`config.mk`:
```
export PLATFORM = sky130hd
export DESIGN_NAME = ctb_controller
export DESIGN_NICKNAME = d
export VERILOG_FILES = /design/src/rtl/core/ctb_pkg.sv /design/src/rtl/core/ctb_controller.sv
export SDC_FILE = /design/constraint.sdc
export NUM_CORES = 1
export LEC_CHECK = 0
export BUFFER_PORTS_ARGS = -buffer_cell sky130_fd_sc_hd__buf_2
export CAP_MARGIN = 20
export CORE_AREA = 10 10 47 49
export CTS_CLUSTER_DIAMETER = 200
export CTS_CLUSTER_SIZE = 14
export DETAILED_ROUTE_END_ITERATION = 7
export DIE_AREA = 0 0 57 59
export HOLD_SLACK_MARGIN = 0.15
export PLACE_DENSITY = 0.62
export SLEW_MARGIN = 0
export SYNTH_ARGS = -nofsm -noshare
export SYNTH_HDL_FRONTEND = slang
export SYNTH_SLANG_ARGS = --single-unit
```
`constraint.sdc`:
```
create_clock -name clk -period 1.8 [get_ports clk]
set_clock_uncertainty 0.1 [all_clocks]
set_input_delay 0.27 -clock clk [delete_from_list [all_inputs] [get_ports clk]]
set_output_delay 0.27 -clock clk [all_outputs]
set_load 0.01 [all_outputs]
```
`src/rtl/core/ctb_pkg.sv`:
```
// Shared types, codes and sizes of the cursor text buffer.
// Used by the controller, the datapath, the top level and the checker.
package ctb_pkg;

    localparam int CAPACITY = 1024;
    localparam int ADDR_W   = $clog2(CAPACITY);
    localparam int CNT_W    = $clog2(CAPACITY + 1);

    localparam int REQ_W    = 3;
    localparam int CHAR_W   = 8;
    localparam int IDX_W    = 10;
    localparam int WORD_W   = 10;
    localparam int LEN_W    = 11;
    localparam int STAT_W   = 2;

    localparam logic [CHAR_W-1:0] CH_SPACE   = 8'h20;
    localparam logic [CHAR_W-1:0] CH_TAB     = 8'h09;
    localparam logic [CHAR_W-1:0] CH_NEWLINE = 8'h0A;

    typedef enum logic [REQ_W-1:0] {
        REQ_INSERT    = 3'd0,
        REQ_BACKSPACE = 3'd1,
        REQ_LEFT      = 3'd2,
        REQ_RIGHT     = 3'd3,
        REQ_READ      = 3'd4
    } req_code_t;

    typedef enum logic [STAT_W-1:0] {
        ST_DONE      = 2'd0,
        ST_FULL      = 2'd1,
        ST_BAD_INDEX = 2'd2
    } st_code_t;

    typedef enum logic [4:0] {
        OP_NONE,
        OP_LOAD,
        OP_FULL,
        OP_INS_INIT,
        OP_INS_RD,
        OP_INS_WR,
        OP_INS_PUT,
        OP_BS_INIT,
        OP_BS_RD,
        OP_BS_WR,
        OP_BS_END,
        OP_LEFT,
        OP_RIGHT,
        OP_RD_ISSUE,
        OP_RD_CAPTURE,
        OP_BAD_INDEX,
        OP_WALK_INIT,
        OP_WALK_STEP
    } dp_op_t;

    typedef enum logic [3:0] {
        S_IDLE,
        S_DECODE,
        S_INS_CHECK,
        S_INS_WR,
        S_BS_CHECK,
        S_BS_WR,
        S_RD_CAP,
        S_WALK_INIT,
        S_WALK,
        S_RESULT
    } ctl_state_t;

    typedef struct packed {
        dp_op_t op;
    } dp_cmd_t;

    typedef struct packed {
        logic [REQ_W-1:0] req;
        logic             full;
        logic             ep_zero;
        logic             ep_gt1;
        logic             right_ok;
        logic             idx_ok;
        logic             ptr_gt_ep;
        logic             ptr_lt_len;
        logic             walk_done;
    } dp_stat_t;

endpackage

```
`src/rtl/core/ctb_controller.sv`:
```
// Request sequencer of the cursor text buffer.
// Depends on ctb_pkg; drives the datapath by command and reads its status.
module ctb_controller (
    input  logic               clk,
    input  logic               rst_n,
    input  logic               start,
    output logic               busy,
    output logic               done,
    input  ctb_pkg::dp_stat_t  stat,
    output ctb_pkg::dp_cmd_t   cmd
);

    ctb_pkg::ctl_state_t state_reg;
    ctb_pkg::ctl_state_t state_next;

    always_ff @(posedge clk or negedge rst_n)
    begin
        if (!rst_n)
        begin
            state_reg <= ctb_pkg::S_IDLE;
        end
        else
        begin
            state_reg <= state_next;
        end
    end

    always_comb
    begin
        state_next = state_reg;
        cmd.op     = ctb_pkg::OP_NONE;
        busy       = 1'b1;
        done       = 1'b0;
        case (state_reg)
            ctb_pkg::S_IDLE:
            begin
                busy = 1'b0;
                if (start)
                begin
                    cmd.op     = ctb_pkg::OP_LOAD;
                    state_next = ctb_pkg::S_DECODE;
                end
            end
            ctb_pkg::S_DECODE:
            begin
                state_next = ctb_pkg::S_WALK_INIT;
                case (stat.req)
                    ctb_pkg::REQ_INSERT:
                    begin
                        if (stat.full)
                        begin
                            cmd.op = ctb_pkg::OP_FULL;
                        end
                        else
                        begin
                            cmd.op     = ctb_pkg::OP_INS_INIT;
                            state_next = ctb_pkg::S_INS_CHECK;
                        end
                    end
                    ctb_pkg::REQ_BACKSPACE:
                    begin
                        if (!stat.ep_zero)
                        begin
                            cmd.op     = ctb_pkg::OP_BS_INIT;
                            state_next = ctb_pkg::S_BS_CHECK;
                        end
                    end
                    ctb_pkg::REQ_LEFT:
                    begin
                        if (stat.ep_gt1)
                        begin
                            cmd.op = ctb_pkg::OP_LEFT;
                        end
                    end
                    ctb_pkg::REQ_RIGHT:
                    begin
                        if (stat.right_ok)
                        begin
                            cmd.op = ctb_pkg::OP_RIGHT;
                        end
                    end
                    ctb_pkg::REQ_READ:
                    begin
                        if (stat.idx_ok)
                        begin
                            cmd.op     = ctb_pkg::OP_RD_ISSUE;
                            state_next = ctb_pkg::S_RD_CAP;
                        end
                        else
                        begin
                            cmd.op = ctb_pkg::OP_BAD_INDEX;
                        end
                    end
                    default:
                    begin
                        cmd.op = ctb_pkg::OP_NONE;
                    end
                endcase
            end
            ctb_pkg::S_INS_CHECK:
            begin
                if (stat.ptr_gt_ep)
                begin
                    cmd.op     = ctb_pkg::OP_INS_RD;
                    state_next = ctb_pkg::S_INS_WR;
                end
                else
                begin
                    cmd.op     = ctb_pkg::OP_INS_PUT;
                    state_next = ctb_pkg::S_WALK_INIT;
                end
            end
            ctb_pkg::S_INS_WR:
            begin
                cmd.op     = ctb_pkg::OP_INS_WR;
                state_next = ctb_pkg::S_INS_CHECK;
            end
            ctb_pkg::S_BS_CHECK:
            begin
                if (stat.ptr_lt_len)
                begin
                    cmd.op     = ctb_pkg::OP_BS_RD;
                    state_next = ctb_pkg::S_BS_WR;
                end
                else
                begin
                    cmd.op     = ctb_pkg::OP_BS_END;
                    state_next = ctb_pkg::S_WALK_INIT;
                end
            end
            ctb_pkg::S_BS_WR:
            begin
                cmd.op     = ctb_pkg::OP_BS_WR;
                state_next = ctb_pkg::S_BS_CHECK;
            end
            ctb_pkg::S_RD_CAP:
            begin
                cmd.op     = ctb_pkg::OP_RD_CAPTURE;
                state_next = ctb_pkg::S_WALK_INIT;
            end
            ctb_pkg::S_WALK_INIT:
            begin
                cmd.op     = ctb_pkg::OP_WALK_INIT;
                state_next = ctb_pkg::S_WALK;
            end
            ctb_pkg::S_WALK:
            begin
                if (stat.walk_done)
                begin
                    state_next = ctb_pkg::S_RESULT;
                end
                else
                begin
                    cmd.op = ctb_pkg::OP_WALK_STEP;
                end
            end
            ctb_pkg::S_RESULT:
            begin
                done       = 1'b1;
                state_next = ctb_pkg::S_IDLE;
            end
            default:
            begin
                state_next = ctb_pkg::S_IDLE;
            end
        endcase
    end

endmodule

```
* After elaboration in Yosys (flattened, before gate mapping) *
Index checks and enable logic that the tools add are counted.

storage, ports and cells
  logic and storage cells = 41
  bits in registers = 4
  output and inout bits = 7

operators by class
  reduce and logical (&&, ||, !) cells = 3
  muxes and demuxes = 22
  equal/unequal tests = 15

operators with widths
  cell                  count
  $pmux W5 S9           1
  $pmux W4 S9           1
  $pmux W5 S5           1
  $eq A4 B3 Y1 const B  4
  $mux W4               4
  $mux W2               5
  $mux W3               3
  $pmux W3 S3           1
  $eq A4 B2 Y1 const B  2
  $eq A4 B4 Y1 const B  2
  $eq A3 B2 Y1 const B  2
  $mux W1               5
  $mux W5               1
  $eq A4 B1 Y1 const B  1
  $logic_not A4 Y1      1
  $ne A2 B2 Y1 const B  2
  $eq A3 B1 Y1 const B  1
  $eq A3 B3 Y1 const B  1
  $logic_not A3 Y1      1
  $reduce_and A2 Y1     1

* Logic depth before layout (Yosys ltp) *
Gate-level depths: netlist (run 1).

  depth in word-level cells = 3
  mapped depth = 5
  mapped depth without buffers = 4

* Worst setup path before layout (run 1) *
OpenSTA, ideal clock, no wires.

  kind = register to output
  from = register state_reg[0]
  to = output port cmd[0] in the netlist's numbering
  required time = 1.430 ns
  cell stages (with the launch flop) = 5
  setup slack = 0.157 ns
  path buffers = 1
  arrival = 1.273 ns
  cells stage by stage = dfrtp_1 -> buf_6 -> or3_4 -> a221oi_2 -> or3_1

RTL lines
  element                 RTL line              RTL
  start, declared         ctb_controller.sv:13  ctb_pkg::ctl_state_t state_reg;
  start signal, assigned  ctb_controller.sv:20  state_reg <= ctb_pkg::S_IDLE;
  start signal, assigned  ctb_controller.sv:24  state_reg <= state_next;
  end, declared           ctb_controller.sv:10  output ctb_pkg::dp_cmd_t cmd

==> flow_summary.json, run 1 <==
{
  "status": "finished, violations left",
  "failed_checks": "setup timing",
  "fin_crit_ns": 1.92,
  "reg2reg_from": "state_reg[1]$_DFFE_PN0P_",
  "synthCells": 70,
  "largest_reg_flops": 4,
  "place_area_um2": 611,
  "r2r_slack_ns": 0.36,
  "max_freq_mhz": 522,
  "synth.distinct_cells": 29,
  "ys_seq_area_share_pct": 20.0,
  "dp_hpwl_um": 1200,
  "powerDensity_nw_per_um2": 1580,
  "antenna_found_initial": 0,
  "slew_viol_final": 0,
  "grt_usage_pct": 9.13,
  "final_common_cell": "buf_2",
  "critical_path.endpoint": "cmd[0]",
  "synth_area_um2": 500,
  "holdWs_ns": 0.252,
  "grt_pass1_vias": 614,
  "die_area_um2": 3360,
  "cts.clk_slew.worst_paths_ns": 0.04,
  "critPathArrivalTime_ns": 1.55,
  "via_per_inst": 5.46,
  "worst-path-stages": 5,
  "placementRows": 14,
  "htreeDepth": 1,
  "drc_errors": 0,
  "cp_slowest_cell": "dfrtp_2",
  "clockBufferDepth": 2,
  "worstRegToRegCells": 5,
  "total_power_mw": 1.08,
  "start_util_pct": 35.7,
  "ys_ff_latch": 4,
  "finalSetupViolCount": 2,
  "synthToLayoutAreaGrowth_pct": 36.3,
  "timing.max_cap.violations": 0,
  "place.gp.congestion": 0.838,
  "hold_path_class": "in2reg",
  "grt_pass1_wl_um": 2550,
  "worst_ep_required_time_ns": 1.43,
  "drt_iter0_markers": 16,
  "cts_sinks": 4,
  "path_delay_family": "simple AND/OR/NAND/NOR gates",
  "rsz0062_at_grt": "yes",
  "crit_start": "state_reg[2]$_DFFE_PN0P_",
  "cts_made_buffers": 3,
  "drt-total-wl_um": 1460,
  "io_buffers": 20,
  "fin_ws_ns": -0.115,
  "ys_warn_count": 0,
  "use_met2_pct": 15.2,
  "grt_use_met3_pct": 3.22,
  "fin_crit_sh_pct": 106,
  "fin_nets": 110,
  "die_x_um": 57,
  "firstDrtPassIters": 6,
  "globalRouteMet1Util_pct": 9.88,
  "cts_tree": "done",
  "clk_latency_ns": 0.24,
  "p_leak_nw": 0.307,
  "drive_above_1_share_pct": 40.4,
  "drtAntennaViolNets": 0,
  "cp_slowest_stage_delay_ns": 0.43,
  "insertedDiodeCount": 0,
  "syn-num-nets": 84,
  "coreArea_um2": 1400,
  "ir_drop_uv": 627,
  "end_kind": "primary output",
  "fp.dieH_um": 59,
  "r2r_end": "state_reg[0]$_DFFE_PN0P_",
  "pin_count": 21,
  "final_cell_mix": "20 x buf_2, 8 x nand2_1, 6 x a21oi_1, 6 x o21ai_0, 5 x nand2b_1",
  "fillers": 160,
  "wl_per_cell_um": 13.3,
  "cp-start-kind": "flip-flop",
  "crit_chain": "nand2b_4 > or3_4 > a31oi_1 > or3_1 > buf_2",
  "crit_type": "reg2out",
  "gr-total-overflow": 0,
  "grt_max_degree": 13,
  "avgSynthCellArea_um2": 7.15,
  "stdcell_area_um2": 682,
  "cp_num_buf_inv": 1,
  "vias": 601,
  "relSlewSlack_pct": 80.6,
  "hold_viol": 0,
  "cts_root_buf": "clkbuf_4",
  "tightest_slew_ns": 0.291,
  "top_usage_layer": "met2",
  "crit_fanout": 5
}
## per-layer routing
layer  routed length [µm]  up-vias
met1                  609      268
met3                  115        4
li1                     -      305
met2                  711       24
met5                    0        -
met4                   27        0
## synth_stat cells
library cell  number  share of area, %
buf_6              2               4.5
inv_1              2               1.5
clkbuf_1           2               1.5
o211ai_1           1               1.5
buf_2              2               2.0
nor3b_1            1               1.5
or3_1              2               2.5
nor4_1             1               1.3
nand2_1            8               6.0
a21oi_1            6               6.0
or3_4              1               2.2
o21a_1             1               1.5
nor2_1             4               3.0
a221oi_2           1               3.0
nor3_1             1               1.0
nand2b_1           5               6.3
a31oi_1            4               5.0
nand3_1            3               3.0
nand3b_1           1               1.5
nor2b_1            4               5.0
o31ai_1            2               3.0
nand2b_4           1               2.7
o22ai_1            1               1.3
o21ai_0            6               6.0
nor3_2             1               2.0
a32oi_1            1               1.8
a21boi_0           1               1.5
dfrtp_1            4                20
a32o_1             1               2.0
## worst min-delay path, cell delays in order
cell     delay (ns)
buf_2          0.14
nand2_1        0.06
a31oi_1        0.08
## stage by stage
step / setup slack [ns] / utilization (%) / instances / setup TNS, ns
global placement: 0.118 / 43.6 / 104 / 0
CTS: -0.116 / 47.1 / 110 / -0.235
global route: -0.149 / 48.7 / 110 / -0.424
detailed placement: 0.104 / 43.6 / 104 / 0
floorplan: 0.157 / - / 70 / 0
finish: -0.115 / 48.7 / 110 / -0.135
## layout make-up
class	count	area, µm²	area share, %
sequential	4	104	15.2
clock buffer	3	22.5	3.30
multi-input combinational	58	365	53.6
inverter	2	7.51	1.10
timing repair buffer	27	163	23.9
tap	16	20.0	2.94
## kinds of logic after synthesis
logic type	Yosys count	share of synthesized area (%)
AO/OA/AOI/OAI	25	32.5
buffers and inverters	8	9.50
flip-flops	4	20.0
AND/OR/NAND/NOR	33	38.0
## report_power, final
| group | internal (mW) | switching [mW] |
|---|---|---|
| logic | 0.384 | 0.334 |
| clock network | 0.0747 | 0.0387 |
| registers | 0.146 | 0.103 |
| total | 0.605 | 0.475 |
## what timing repair did
item	CTS	global route
hold buffers	1	0
resized for setup	1	7
endpoints found under the hold margin	4	0
endpoints found under the setup margin	4	6
gates cloned	0	0
setup buffers	2	0
pin swaps	0	2
## worst min path at each step
| stage | start | to | cells past startpoint |
|---|---|---|---|
| 3_5_place_dp | rst_n | state_reg[0]$_DFFE_PN0P_ | 1 |
| 2_1_floorplan | rst_n | state_reg[0]$_DFFE_PN0P_ | 0 |
| 4_1_cts | stat[9] | state_reg[0]$_DFFE_PN0P_ | 3 |
| 3_3_place_gp | rst_n | state_reg[0]$_DFFE_PN0P_ | 1 |
| 5_1_grt | rst_n | state_reg[3]$_DFFE_PN0P_ | 2 |
| 6_report | stat[9] | state_reg[0]$_DFFE_PN0P_ | 3 |
(Power assumes the default switching activity.)
==> inputs of run 2 (changes only) <==
==> constraint.sdc (replaced) <==
create_clock -name clk -period 1.8 [get_ports clk]
set_clock_uncertainty 0.1 [all_clocks]
set_input_delay 0.27 -clock clk [delete_from_list [all_inputs] [get_ports clk]]
set_output_delay 0.27 -clock clk [all_outputs]
set_load 0.1 [all_outputs]
==> run 2 against run 1 <==
  * The flow still finishes with violations (setup timing)
  * Final cell count grew 15%
  * Fmax shrank 4.7%
  * Hold slack gained 0.019 ns
  * Sequential share of layout area shrank 4.9 points
  * Register-to-register slack lost 0.11 ns
  * Critical path depth shrank 1
  * Global-route usage grew 2.2 points
  * Flip-flop and latch count is the same
  * Via count grew 18%
  * Critical endpoint unchanged
  * Highest routed layer unchanged
==> flow_summary.json, run 2 (synthesized netlist as in run 1, its figures left out) <==
{
  "status": "finished, violations left",
  "failed_checks": "setup timing",
  "grt_usage_pct": 11.3,
  "slew_viol_final": 0,
  "cp-start-kind": "flip-flop",
  "pin_count": 21,
  "grt_pass1_vias": 709,
  "wl_per_cell_um": 15.3,
  "fillers": 112,
  "drtAntennaViolNets": 0,
  "reg2reg_from": "state_reg[2]$_DFFE_PN0P_",
  "largest_reg_flops": 4,
  "drt-total-wl_um": 1930,
  "fin_ws_ns": -0.209,
  "stdcell_area_um2": 995,
  "clk_latency_ns": 0.24,
  "cts_root_buf": "clkbuf_4",
  "crit_type": "reg2out",
  "drt_iter0_markers": 20,
  "max_freq_mhz": 498,
  "instances_no_fill": 126,
  "cts_tree": "done",
  "crit_fanout": 6,
  "timing.max_cap.violations": 0,
  "final_common_cell": "buf_4",
  "cts.clk_slew.worst_paths_ns": 0.04,
  "dp_cells": 115,
  "end_kind": "primary output",
  "worst_ep_required_time_ns": 1.43,
  "firstDrtPassIters": 4,
  "insertedDiodeCount": 0,
  "final_cell_mix": "21 x buf_4, 13 x buf_2, 8 x nand2_1",
  "grt_max_degree": 13,
  "tightest_slew_ns": 0.351,
  "hold_path_class": "in2reg",
  "die_x_um": 57,
  "fp.dieH_um": 59,
  "worstHoldPathCells": 3,
  "min_to": "state_reg[2]$_DFFE_PN0P_",
  "rsz0062_at_grt": "yes",
  "io_buffers": 20,
  "fin_nets": 126,
  "r2r_end": "state_reg[0]$_DFFE_PN0P_",
  "start_util_pct": 35.7,
  "grt_pass1_wl_um": 3110,
  "cts_made_buffers": 3,
  "dp_hpwl_um": 1380,
  "finalSetupViolCount": 5,
  "relSlewSlack_pct": 76.3,
  "antenna_found_initial": 0,
  "worstRegToRegCells": 7,
  "die_area_um2": 3360,
  "drive_above_1_share_pct": 58.2,
  "placementRows": 14,
  "fin_crit_sh_pct": 112,
  "critPathArrivalTime_ns": 1.64,
  "drc_errors": 0,
  "r2r_slack_ns": 0.25,
  "via_per_inst": 5.61,
  "place_area_um2": 868,
  "vias": 707,
  "gr-total-overflow": 0,
  "synthToLayoutAreaGrowth_pct": 98.7,
  "cts_sinks": 4,
  "clockBufferDepth": 2,
  "fin_crit_ns": 2.01,
  "htreeDepth": 1,
  "coreArea_um2": 1400,
  "hp-start": "stat[7]",
  "hold_viol": 0,
  "place.gp.congestion": 0.779
}
[run 2: cell count changes in the layout (fill, tap and decap cells not counted), moves of 2 or more]
cell     change
a21oi_1      -2
a21oi_2      +2
buf_12       +7
buf_2        -7
buf_4       +17
[run 2: how the worst max path moves through the flow]
stage / cells past startpoint / slack (ns) / from / to
after detailed placement: 5 / 0.004 / state_reg[0]$_DFFE_PN0P_ / cmd[0]
after global placement: 5 / 0.07 / state_reg[0]$_DFFE_PN0P_ / cmd[0]
after floorplan: 4 / -0.09 / state_reg[2]$_DFFE_PN0P_ / cmd[1]
final: 4 / -0.21 / state_reg[3]$_DFFE_PN0P_ / cmd[0]
after global routing: 5 / -0.27 / state_reg[3]$_DFFE_PN0P_ / cmd[0]
after CTS: 5 / -0.24 / state_reg[2]$_DFFE_PN0P_ / cmd[0]
[run 2: what timing repair did]
item,CTS,global route
pin swaps,2,3
gates resized for setup,4,5
endpoints found under the hold margin,4,0
setup endpoints to repair,5,7
cloned,0,0
setup buffers,3,4
hold buffers,1,0
[run 2: routing by layer]
layer	vias up	global-route usage [%]	wire (µm)
li1	341	-	-
met1	326	11.5	753
met2	36	20.3	1030
met3	4	4.08	111
met4	0	5.03	25
met5	-	0	0
[run 2: through the flow]
step	hold WS [ns]	utilization, %	setup slack [ns]	setup TNS [ns]
2_1_floorplan	-0.126	-	-0.0891	-0.181
3_3_place_gp	-0.0218	62.0	0.0665	0
3_5_place_dp	-0.0223	62.0	0.00445	0
4_1_cts	0.254	66.9	-0.237	-0.578
5_1_grt	0.287	71.0	-0.272	-1.12
6_report	0.271	71.0	-0.209	-0.679
[run 2: layout make-up]
cell class / count / area (µm²) / share of cell area [%]
multi-input combinational: 58 / 458 / 46.0
timing repair buffer: 43 / 384 / 38.6
sequential: 4 / 103 / 10.3
clock buffer: 3 / 22.5 / 2.26
tap: 16 / 20.0 / 2.01
inverter: 2 / 7.51 / 0.755
[run 2: worst max-delay path: stages (launching register included)]
cell     delay, ns
dfrtp_1       0.49
or3_4         0.43
a31oi_4       0.16
or3_4         0.16
buf_12        0.16
Power of run 2 is left out: the tool's default activity adds up to more than one toggle a clock period on the data nets, which glitch-free logic cannot reach.
